==> config.mk <==
export PLATFORM = sky130hd
export DESIGN_NAME = bandpass_fir_filter_top
export DESIGN_NICKNAME = d
export VERILOG_FILES = /design/src/rtl/core/bpf_pkg.sv /design/src/rtl/core/bpf_dp.sv /design/src/rtl/core/bpf_ctrl.sv /design/src/rtl/core/bandpass_fir_filter_top.sv
export SDC_FILE = /design/constraint.sdc
export NUM_CORES = 2
export LEC_CHECK = 0
export BUFFER_PORTS_ARGS = -buffer_cell sky130_fd_sc_hd__buf_4
export CORE_ASPECT_RATIO = 1.2
export CORE_MARGIN = 2
export CORE_UTILIZATION = 40
export DETAILED_ROUTE_END_ITERATION = 6
export GPL_TIMING_DRIVEN = 1
export PLACE_DENSITY_LB_ADDON = 0.1
export SYNTH_ARGS = -nofsm -noshare
export SYNTH_HDL_FRONTEND = slang
export SYNTH_SLANG_ARGS = --single-unit
export TNS_END_PERCENT = 10
==> constraint.sdc <==
create_clock -name clk -period 8.46 [get_ports clk]
set_input_delay 1.692 -clock clk [delete_from_list [all_inputs] [get_ports clk]]
set_output_delay 1.692 -clock clk [all_outputs]
set_load 0.02 [all_outputs]
==> src/rtl/core/bpf_pkg.sv <==
// ----------------------------------------------------------------------------
// bpf_pkg
// Shared types and constants of the band-pass FIR filter: field widths,
// action codes, controller states and the command/status bundles between
// the controller and the datapath.
// ----------------------------------------------------------------------------
package bpf_pkg;

  localparam int SAMPLE_W      = 16;
  localparam int TAP_W         = 18;
  localparam int PROD_W        = SAMPLE_W + TAP_W;
  localparam int FRAC_BITS     = 14;
  localparam int TAP_IDX_W     = 5;
  localparam int TAP_COUNT_W   = 6;
  localparam logic [TAP_COUNT_W-1:0] TAP_COUNT_RESET = 6'd29;

  localparam logic ACTION_LOAD   = 1'b0;
  localparam logic ACTION_SAMPLE = 1'b1;

  typedef enum logic [1:0] {
    ST_IDLE,
    ST_MAC,
    ST_DRAIN,
    ST_EMIT
  } state_t;

  typedef struct packed {
    logic load_accept;
    logic sample_accept;
    logic mac_issue;
    logic mac_last;
    logic out_load;
  } dp_cmd_t;

  typedef struct packed {
    logic acc_done;
    logic out_busy;
  } dp_status_t;

endpackage

==> src/rtl/core/bpf_dp.sv <==
// ----------------------------------------------------------------------------
// bpf_dp
// Datapath: tap memory, circular sample memory, multiply-accumulate pipeline
// and the registered output stage with floor shift and saturation.
// ----------------------------------------------------------------------------
module bpf_dp #(
  parameter int MAX_TAPS = 32
) (
  input  logic                                clk,
  input  logic                                rst,
  input  bpf_pkg::dp_cmd_t                    cmd,
  output bpf_pkg::dp_status_t                 status,
  input  logic        [bpf_pkg::TAP_IDX_W-1:0] tap_index,
  input  logic signed [bpf_pkg::TAP_W-1:0]    low_tap,
  input  logic signed [bpf_pkg::TAP_W-1:0]    high_tap,
  input  logic signed [bpf_pkg::SAMPLE_W-1:0] sample,
  output logic                                m_tvalid,
  input  logic                                m_tready,
  output logic signed [bpf_pkg::SAMPLE_W-1:0] filtered,
  output logic                                clipped
);

  localparam int AW    = $clog2(MAX_TAPS);
  localparam int ACC_W = bpf_pkg::PROD_W + $clog2(MAX_TAPS);
  localparam int Q_W   = ACC_W - bpf_pkg::FRAC_BITS;
  localparam logic [AW-1:0] LAST_ADDR = AW'(MAX_TAPS - 1);

  logic signed [bpf_pkg::TAP_W-1:0]    tap_mem   [MAX_TAPS];
  logic signed [bpf_pkg::SAMPLE_W-1:0] delay_mem [MAX_TAPS];

  logic [AW-1:0] wp, wp_inc, rd_ptr, tap_ptr;
  logic signed [bpf_pkg::TAP_W:0]      diff;
  logic signed [bpf_pkg::TAP_W-1:0]    band_tap;
  logic                                tap_in_range;
  logic signed [bpf_pkg::SAMPLE_W-1:0] dl_q;
  logic signed [bpf_pkg::TAP_W-1:0]    tp_q;
  logic signed [bpf_pkg::PROD_W-1:0]   prod;
  logic signed [ACC_W-1:0]             acc;
  logic signed [Q_W-1:0]               q;
  logic                                q_fits;
  logic v1, last1, v2, last2, acc_done;

  assign wp_inc = (wp == LAST_ADDR) ? '0 : wp + 1'b1;

  assign diff = {high_tap[bpf_pkg::TAP_W-1], high_tap} - {low_tap[bpf_pkg::TAP_W-1], low_tap};
  always_comb begin
    if (diff[bpf_pkg::TAP_W] == diff[bpf_pkg::TAP_W-1]) begin
      band_tap = diff[bpf_pkg::TAP_W-1:0];
    end else if (diff[bpf_pkg::TAP_W]) begin
      band_tap = {1'b1, {(bpf_pkg::TAP_W-1){1'b0}}};
    end else begin
      band_tap = {1'b0, {(bpf_pkg::TAP_W-1){1'b1}}};
    end
  end
  assign tap_in_range = 32'(tap_index) < MAX_TAPS;

  always_ff @(posedge clk) begin
    if (cmd.load_accept && tap_in_range) begin
      tap_mem[AW'(tap_index)] <= band_tap;
    end
    if (cmd.sample_accept) begin
      delay_mem[wp_inc] <= sample;
    end
    if (cmd.mac_issue) begin
      dl_q <= delay_mem[rd_ptr];
      tp_q <= tap_mem[tap_ptr];
    end
  end

  always_ff @(posedge clk) begin
    if (rst) begin
      wp      <= '0;
      rd_ptr  <= '0;
      tap_ptr <= '0;
    end else if (cmd.sample_accept) begin
      wp      <= wp_inc;
      rd_ptr  <= wp_inc;
      tap_ptr <= '0;
    end else if (cmd.mac_issue) begin
      rd_ptr  <= (rd_ptr == '0) ? LAST_ADDR : rd_ptr - 1'b1;
      tap_ptr <= tap_ptr + 1'b1;
    end
  end

  always_ff @(posedge clk) begin
    if (rst) begin
      v1       <= 1'b0;
      last1    <= 1'b0;
      v2       <= 1'b0;
      last2    <= 1'b0;
      acc_done <= 1'b0;
    end else begin
      v1       <= cmd.mac_issue;
      last1    <= cmd.mac_last;
      v2       <= v1;
      last2    <= last1;
      acc_done <= v2 && last2;
    end
  end

  always_ff @(posedge clk) begin
    if (v1) begin
      prod <= dl_q * tp_q;
    end
    if (cmd.sample_accept) begin
      acc <= '0;
    end else if (v2) begin
      acc <= acc + ACC_W'(prod);
    end
  end

  // floor shift, then saturate when the upper bits are not a sign run
  assign q      = acc[ACC_W-1:bpf_pkg::FRAC_BITS];
  assign q_fits = (q[Q_W-1:bpf_pkg::SAMPLE_W-1] == '0) || (q[Q_W-1:bpf_pkg::SAMPLE_W-1] == '1);

  always_ff @(posedge clk) begin
    if (cmd.out_load) begin
      clipped <= !q_fits;
      if (q_fits) begin
        filtered <= q[bpf_pkg::SAMPLE_W-1:0];
      end else if (q[Q_W-1]) begin
        filtered <= {1'b1, {(bpf_pkg::SAMPLE_W-1){1'b0}}};
      end else begin
        filtered <= {1'b0, {(bpf_pkg::SAMPLE_W-1){1'b1}}};
      end
    end
  end

  always_ff @(posedge clk) begin
    if (rst) begin
      m_tvalid <= 1'b0;
    end else if (cmd.out_load) begin
      m_tvalid <= 1'b1;
    end else if (m_tready) begin
      m_tvalid <= 1'b0;
    end
  end

  assign status.acc_done = acc_done;
  assign status.out_busy = m_tvalid && !m_tready;

endmodule

==> src/rtl/core/bpf_ctrl.sv <==
// ----------------------------------------------------------------------------
// bpf_ctrl
// Controller: tap count register, warm-up counter and the sequencer that
// steps the multiply-accumulate over the taps in use.
// ----------------------------------------------------------------------------
module bpf_ctrl #(
  parameter int MAX_TAPS = 32
) (
  input  logic                                clk,
  input  logic                                rst,
  input  logic                                cfg_we,
  input  logic [bpf_pkg::TAP_COUNT_W-1:0]     cfg_wdata,
  input  logic                                s_tvalid,
  output logic                                s_tready,
  input  logic                                action,
  output bpf_pkg::dp_cmd_t                    cmd,
  input  bpf_pkg::dp_status_t                 status
);

  localparam int CW = $clog2(MAX_TAPS + 1);

  bpf_pkg::state_t state, state_next;
  logic [bpf_pkg::TAP_COUNT_W-1:0] tap_count;
  logic [CW-1:0] n_eff, cnt, cnt_next, samples_seen;
  logic accept;

  always_comb begin
    if (tap_count == '0) begin
      n_eff = CW'(1);
    end else if (32'(tap_count) > MAX_TAPS) begin
      n_eff = CW'(MAX_TAPS);
    end else begin
      n_eff = CW'(tap_count);
    end
  end

  assign s_tready = (state == bpf_pkg::ST_IDLE);
  assign accept   = s_tvalid && s_tready;

  always_ff @(posedge clk) begin
    if (rst) begin
      tap_count <= bpf_pkg::TAP_COUNT_RESET;
    end else if (cfg_we) begin
      tap_count <= cfg_wdata;
    end
  end

  always_ff @(posedge clk) begin
    if (rst) begin
      samples_seen <= '0;
    end else if (accept && action == bpf_pkg::ACTION_SAMPLE
                 && samples_seen != CW'(MAX_TAPS)) begin
      samples_seen <= samples_seen + 1'b1;
    end
  end

  always_ff @(posedge clk) begin
    if (rst) begin
      state <= bpf_pkg::ST_IDLE;
      cnt   <= '0;
    end else begin
      state <= state_next;
      cnt   <= cnt_next;
    end
  end

  always_comb begin
    state_next = state;
    cnt_next   = cnt;
    cmd        = '0;
    case (state)
      bpf_pkg::ST_IDLE: begin
        if (accept) begin
          if (action == bpf_pkg::ACTION_LOAD) begin
            cmd.load_accept = 1'b1;
          end else begin
            cmd.sample_accept = 1'b1;
            if (samples_seen >= n_eff) begin
              state_next = bpf_pkg::ST_MAC;
              cnt_next   = '0;
            end
          end
        end
      end
      bpf_pkg::ST_MAC: begin
        cmd.mac_issue = 1'b1;
        cmd.mac_last  = (cnt == n_eff - 1'b1);
        cnt_next      = cnt + 1'b1;
        if (cmd.mac_last) begin
          state_next = bpf_pkg::ST_DRAIN;
        end
      end
      bpf_pkg::ST_DRAIN: begin
        if (status.acc_done) begin
          if (!status.out_busy) begin
            cmd.out_load = 1'b1;
            state_next   = bpf_pkg::ST_IDLE;
          end else begin
            state_next = bpf_pkg::ST_EMIT;
          end
        end
      end
      bpf_pkg::ST_EMIT: begin
        if (!status.out_busy) begin
          cmd.out_load = 1'b1;
          state_next   = bpf_pkg::ST_IDLE;
        end
      end
      default: begin
        state_next = bpf_pkg::ST_IDLE;
      end
    endcase
  end

  a_mac_count: assert property (@(posedge clk) disable iff (rst)
    state == bpf_pkg::ST_MAC |-> cnt < n_eff)
    else $error("tap counter ran past the taps in use");

  a_out_free: assert property (@(posedge clk) disable iff (rst)
    cmd.out_load |-> !status.out_busy)
    else $error("result loaded over a pending item");

  a_warmup: assert property (@(posedge clk) disable iff (rst)
    cmd.sample_accept && samples_seen != CW'(MAX_TAPS)
    |=> samples_seen == $past(samples_seen) + 1'b1)
    else $error("sample count not advanced");

  a_drain: assert property (@(posedge clk) disable iff (rst)
    state == bpf_pkg::ST_DRAIN |=> state == bpf_pkg::ST_DRAIN
      || state == bpf_pkg::ST_EMIT || state == bpf_pkg::ST_IDLE)
    else $error("bad exit from drain");

  a_done_in_drain: assert property (@(posedge clk) disable iff (rst)
    status.acc_done |-> state == bpf_pkg::ST_DRAIN)
    else $error("sum finished outside drain");

endmodule

==> src/rtl/core/bandpass_fir_filter_top.sv <==
// ----------------------------------------------------------------------------
// bandpass_fir_filter_top
// Streaming band-pass FIR filter, signed 16-bit samples, Q3.14 taps.
// ----------------------------------------------------------------------------
// Usage:
//   Input items arrive on s_*. s_tuser = 0 loads tap tap_index with
//   high_tap - low_tap (saturated to 18 bits); s_tuser = 1 delivers a sample.
//   A sample yields a result on m_* once n samples (n = taps in use) were seen
//   before it: sum of delay*tap over the taps in use, shifted right 14 (floor),
//   saturated to 16 bits, m_tuser flags saturation.
//   Loads and warm-up samples are accepted in idle. A result-producing sample
//   runs one multiply-accumulate per tap in use through the single multiplier,
//   fed by one read port of each memory, then passes the read, product and
//   accumulate stages; no new item is taken until its result is loaded into
//   the output register.
//   cfg_we/cfg_wdata write tap_count (reset 29); write only while idle.
//   Reset clears the sample count and pointers and sets tap_count to 29;
//   tap memory is undefined until loaded. No clearing pass is needed.
//   A stalled receiver holds the result in the output register; loads and
//   warm-up samples are still accepted, one more result-producing sample is
//   computed, then the block waits for m_tready.
// ----------------------------------------------------------------------------
module bandpass_fir_filter_top #(
  parameter int MAX_TAPS = 32
) (
  input  logic        clk,
  input  logic        rst,
  input  logic        cfg_we,
  input  logic [5:0]  cfg_wdata,
  input  logic        s_tvalid,
  output logic        s_tready,
  input  logic [63:0] s_tdata,   // tap_index[4:0], low_tap[22:5], high_tap[40:23],
                                 // sample[56:41], zero fill
  input  logic        s_tuser,   // action
  output logic        m_tvalid,
  input  logic        m_tready,
  output logic [15:0] m_tdata,   // filtered[15:0]
  output logic        m_tuser    // clipped
);

  bpf_pkg::dp_cmd_t    cmd;
  bpf_pkg::dp_status_t status;

  logic        [bpf_pkg::TAP_IDX_W-1:0] tap_index;
  logic signed [bpf_pkg::TAP_W-1:0]     low_tap, high_tap;
  logic signed [bpf_pkg::SAMPLE_W-1:0]  sample, filtered;

  assign tap_index = s_tdata[4:0];
  assign low_tap   = s_tdata[22:5];
  assign high_tap  = s_tdata[40:23];
  assign sample    = s_tdata[56:41];
  assign m_tdata   = filtered;

  bpf_ctrl #(
    .MAX_TAPS (MAX_TAPS)
  ) u_ctrl (
    .clk       (clk),
    .rst       (rst),
    .cfg_we    (cfg_we),
    .cfg_wdata (cfg_wdata),
    .s_tvalid  (s_tvalid),
    .s_tready  (s_tready),
    .action    (s_tuser),
    .cmd       (cmd),
    .status    (status)
  );

  bpf_dp #(
    .MAX_TAPS (MAX_TAPS)
  ) u_dp (
    .clk       (clk),
    .rst       (rst),
    .cmd       (cmd),
    .status    (status),
    .tap_index (tap_index),
    .low_tap   (low_tap),
    .high_tap  (high_tap),
    .sample    (sample),
    .m_tvalid  (m_tvalid),
    .m_tready  (m_tready),
    .filtered  (filtered),
    .clipped   (m_tuser)
  );

endmodule

**Word-level counts from Yosys, hierarchy flattened**

Memories as Yosys holds them, arrays and structs flattened. A register that Yosys moved wholly into a read port is not among the register bits.
Index checks and enable logic that the tools add are counted.

- Logic and storage cells: 100
- RAM bits: 1088
- Bits of input ports: 76
- Memories kept: 2
- Register bits after elaboration: 131
- Output and inout port bits: 19

- Bitwise logic cells: 1
- $lt $le $gt $ge: 2
- Multiplexer cells: 36
- Equal/unequal tests: 14
- Add/sub/neg operators: 8
- Reduce and logical (&&, ||, !) cells: 19
- $mul: 1

Memories:

| name | depth | bits a word | read ports | clocked after memory_dff | wr ports | RTL line | text |
|---|---|---|---|---|---|---|---|
| u_dp.tap_mem | 32 | 18 | 1 | 1 | 1 | bpf_dp.sv:28 | `logic signed [bpf_pkg::TAP_W-1:0] tap_mem [MAX_TAPS];` |
| u_dp.delay_mem | 32 | 16 | 1 | 1 | 1 | bpf_dp.sv:29 | `logic signed [bpf_pkg::SAMPLE_W-1:0] delay_mem [MAX_TAPS];` |

Operators by type and width:

| cell | count |
|---|---|
| 39-bit by 34-bit adder with 39-bit output | 1 |
| 18-bit 2-to-1 mux | 2 |
| 16-bit by 18-bit multiplier with 34-bit output | 1 |
| 16-bit 2-to-1 mux | 2 |
| 6-bit 2-to-1 mux | 5 |
| 2-bit 2-to-1 mux | 10 |
| 5-bit 2-to-1 mux | 4 |
| 18-bit by 18-bit subtractor with 19-bit output | 1 |
| 6-bit by 1-bit adder with 6-bit output, second input constant | 2 |
| 6-bit one-hot mux with 2 select lines | 1 |
| 5-bit by 1-bit adder with 5-bit output, second input constant | 2 |
| 10-bit == test, second input constant | 1 |
| 10-bit logical NOT | 1 |
| 1-bit 2-to-1 mux | 10 |
| 2-bit != test, second input constant | 4 |
| 2-bit one-hot mux with 4 select lines | 1 |
| 6-bit == test | 1 |
| 6-bit greater-or-equal comparator | 1 |
| 6-bit greater-than comparator, second input constant | 1 |
| 6-bit logical NOT | 1 |
| 6-bit != test, second input constant | 1 |
| 6-bit AND reduction | 1 |
| 2-bit nonzero test | 3 |
| 6-bit by 1-bit subtractor with 6-bit output, second input constant | 1 |
| 15 further kinds | 23 |

**Longest topological paths before layout**

- Depth after elaboration: 8
- Depth in mapped cells: 24
- Depth with buffers taken out: 23

**By module**

From an unflattened synthesis, not the netlist that was laid out.

- Cells, all modules: 3792
- Area, all modules: 61764.2 µm²

Modules (own cells, without submodules):

| module | sequential area each (µm²) | cells an instance | times used | area an instance (µm²) |
|---|---|---|---|---|
| bpf_dp | 36424.9 | 3629 | 1 | 60390.4 |
| bpf_ctrl | 400.4 | 163 | 1 | 1373.8 |

**Worst setup path before layout**

OpenSTA, ideal clock, no wires.

- Kind: reg2reg
- From: register u_dp.tp_q[7] (netlist name), read port of u_dp.tap_mem
- To: register u_dp.prod[32] (netlist name) (data pin)
- Path buffers: 1
- Arrival: 6.084 ns
- Slack: 2.118 ns
- Cell stages (with the launch flop): 24
- Cell sequence: edfxtp_1 > clkbuf_1 > nand2_1 > fa_1 > inv_1 > fa_1 > inv_1 > fa_1 > inv_1 > fa_1 > fa_1 > inv_1 > fa_1 > inv_1 > ha_1 > and3_1 > and3_1 > a221oi_1 > a31oi_1 > a211o_1 > a211oi_1 > o21ai_0 > a21oi_1 > xnor2_1

- Longest elaborated chain between the ends: 1

RTL lines:

| item | RTL line | text |
|---|---|---|
| start: declaration | bpf_dp.sv:36 | `logic signed [bpf_pkg::TAP_W-1:0] tp_q;` |
| 16-bit by 18-bit multiplier with 34-bit output | bpf_dp.sv:103 | `prod <= dl_q * tp_q;` |
| end signal: assignment | bpf_dp.sv:103 |  |
| end: declaration | bpf_dp.sv:37 | `logic signed [bpf_pkg::PROD_W-1:0] prod;` |

Every way passes these cells.
A chain may end at the register's enable or synchronous reset.

**Final worst setup path**

- From: register u_dp.dl_q[7] (netlist name), read port of u_dp.delay_mem
- To: register u_dp.prod[32] (netlist name) (data pin)

- Longest elaborated chain between the ends: 1

RTL lines:

| item | RTL line | text |
|---|---|---|
| start: declaration | bpf_dp.sv:35 | `logic signed [bpf_pkg::SAMPLE_W-1:0] dl_q;` |
| 16-bit by 18-bit multiplier with 34-bit output | bpf_dp.sv:103 |  |

Every way passes these cells.

==> metrics.cfg <==
[worst_setup_path]
cp_max_fo = 18
cp.depth = 22
path_cells = nand2_1, fa_1, inv_1, fa_1, inv_1, fa_1, inv_1, fa_1, fa_1, inv_1, fa_1, inv_1, ha_1, and3_1, and3_1, a221oi_1, a31oi_1, a211o_1, a211oi_1, o21ai_0, a21oi_1, xnor2_1
critPathTopFamily = adder cells
arrival_ns = 7.81
cpMaxStageDelayCell = edfxtp_1
r2r_cells = 22
start_kind = register
worstPathRequired_ns = 8.98
path_common_cell = fa_1
r2r_start = u_dp.dl_q[7]
r2r_slack_ns = 1.18
critical_path_buf_inv_count = 5
crit_type = reg2reg
slowest_delay_ns = 0.94
reg2reg_to = u_dp.prod[32]
cp-end-kind = register

[clocking]
post_cts_buffers = 0
clk_pin_slew_worst_paths_ns = 0.06
insertion_delay_ns = 0.78
cts-resized-gates = 0
cts_tree = yes
cts.sinks = 1253
cts_hold_buffers = 0
cts-root-buf = clkbuf_16
htree_levels = 4
numCtsBuffers = 134
cts.path.max_buffers = 3

[route]
via_count = 32100
viasPerCell = 5.27
drt_iter0_drc = 2346
wl_per_cell_microns = 23.9
wl_microns = 146000
drc = 0
postRouteAntennaNets = 0
first_pass_iters = 5

[floorplanning]
die_y_microns = 434
fp.dieW_microns = 362
std_cell_rows = 157
start_util_pct = 40.3
core_area_sq_mm = 0.153
pin_count = 95
die-area_sq_mm = 0.157

[synth]
synth_top_area_cell = edfxtp_1
ys_top_cells_by_area = edfxtp_1, mux4_2, fa_1, ha_1, dfxtp_1
synth_area_sq_mm = 0.0615
synth_flop_cell = edfxtp_1
synth-seq-area-share_pct = 59.9
synthCells = 3841
synth_nets = 4369
synthDominantCellAreaShare_pct = 57.3
async_reset_ff_share_pct = 0
synth_cell_types = 71
syn_avg_cell_area_sq_um = 16.0
synth_enable_flop_cells = 1173
yosys_warnings = 0
synth_seq_cells = 1253

[place]
gp_congestion = 0.795
post-dp-hpwl_microns = 91000
io_buffers = 87
dp_slack_ns = 1.13

[grt]
grtUsageMet2_pct = 32.9
grt_first_pass_wirelength_microns = 219000
grt_pass1_vias = 34200
grt-ovfl-total = 0
antenna_found_initial = 2
met3_usage_pct = 2.55
busiest_layer = met2
grt_max_degree = 98
met1_usage_pct = 24.8
grt_usage_pct = 18.9

[timing]
setup_ws_ns = 1.18
slew_viol_final = 0
period_share_pct = 86.1
fin_crit_ns = 7.28
setup-tns-final_ns = 0
skew_ns = 0.0330
setup_viol = 0
hold_viol = 0
fmax_ghz = 0.137
rsz0062_at_grt = false
worst_pin_slew_ns = 1.21
worst_slew_margin_rel_pct = 19.2

[power]
power_density_mw_per_mm2 = 194
p_leak_nw = 24.3
ir_worst_vdd_mv = 0.221

[min_path]
worstHoldEndpoint = u_dp.last2
hold_path.startpoint = u_dp.last1
min_path_cells = 1
min_path_type = reg2reg

[cells_and_area]
area_delta_synth_final_pct = 12.9
regArea_sq_mm = 0.0368
nets = 4530
final_common_cell = edfxtp_1
num-fill-cells = 13400
drive_gt1_share_pct = 20.5
final_cell_mix = edfxtp_1, inv_1, mux4_2
multi_input_area_sq_mm = 0.0229

[job]
drv_cap = 0

[status]
outcome = finished clean

power by group:
| part | switching [W] | total, W | leakage [nW] | internal [W] |
|---|---|---|---|---|
| clock network | 0.00245 | 0.00577 | 2.10 | 0.00332 |
| registers | 0.0000264 | 0.00701 | 11.2 | 0.00698 |
| logic | 0.000476 | 0.000707 | 11.0 | 0.000231 |
| total | 0.00296 | 0.0135 | 24.3 | 0.0105 |
metrics by stage:
| step | std cells | utilization [%] | cell area (sq um) | power, W | hold WS (ns) |
|---|---|---|---|---|---|
| 3_3_place_gp | 5853 | 42.6 | 65100 | 0.00786 | 0.421 |
| 6_report | 6093 | 45.5 | 69400 | 0.0135 | 0.451 |
| 3_5_place_dp | 5853 | 42.6 | 65100 | 0.00787 | 0.429 |
| 5_1_grt | 6091 | 45.5 | 69400 | 0.0139 | 0.470 |
| 2_1_floorplan | 3841 | - | 61500 | 0.00753 | 0.414 |
| 4_1_cts | 6091 | 45.5 | 69400 | 0.0137 | 0.456 |
registers in the layout (all words and copies together) (netlist names), 2 cells and up:
register / count
u_ctrl.cnt: 6
u_ctrl.samples_seen: 6
u_ctrl.state: 2
u_ctrl.tap_count: 6
u_dp.acc: 39
u_dp.delay_mem: 512
u_dp.dl_q: 16
u_dp.filtered: 16
u_dp.prod: 34
u_dp.rd_ptr: 5
u_dp.tap_mem: 576
u_dp.tap_ptr: 5
u_dp.tp_q: 18
u_dp.wp: 5
metal layers:
metal / vias to the layer above / part of all wire (%)
met5: - / 0
met4: 0 / 2.4
met3: 180 / 3.6
met2: 602 / 51
met1: 16800 / 43
li1: 14500 / -
layout make-up:
class	count	area share, %
tap	1987	3.58
multi-input combinational	2046	33.0
inverter	376	2.03
clock inverter	75	1.10
clock buffer	163	5.12
antenna	2	0.00721
timing repair buffer	191	2.08
sequential	1253	53.1
Yosys cell counts, drive strengths merged, types with 8 or more instances:
master / count
nand2b: 29
a31oi: 11
fa: 292
nor2: 186
mux4: 340
clkbuf: 126
buf: 40
inv: 375
xor2: 36
o21a: 11
a211o: 9
a211oi: 16
and2: 136
and3: 9
mux2: 18
nor2b: 17
mux2i: 29
dfxtp: 80
o21bai: 13
nor3: 22
edfxtp: 1173
o21ai: 83
nand2: 286
a21o: 34
nand4: 15
xnor2: 65
a21oi: 109
ha: 160
nand3: 25
nand3b: 8
cells by family after synthesis:
group	Yosys count	synth area share (%)
XOR/XNOR	101	1.44
AND/OR/NAND/NOR	766	5.86
multiplexers	387	13.3
buffers and inverters	542	3.33
adder cells (fa/ha/maj)	452	12.8
AO/OA/AOI/OAI	340	3.48
flip-flops	1253	59.9
how the worst max path moves through the flow:
stage | startpoint | to | slack, ns
after CTS | u_dp.dl_q[7] | u_dp.prod[32] | 1.10
after detailed placement | u_dp.dl_q[7] | u_dp.prod[32] | 1.13
after global placement | u_dp.dl_q[7] | u_dp.prod[32] | 1.18
final | u_dp.dl_q[7] | u_dp.prod[32] | 1.18
after global routing | u_dp.dl_q[7] | u_dp.prod[32] | 0.80
after floorplan | u_dp.tp_q[7] | u_dp.prod[32] | 2.12
Power figures use the tool's default switching activity.
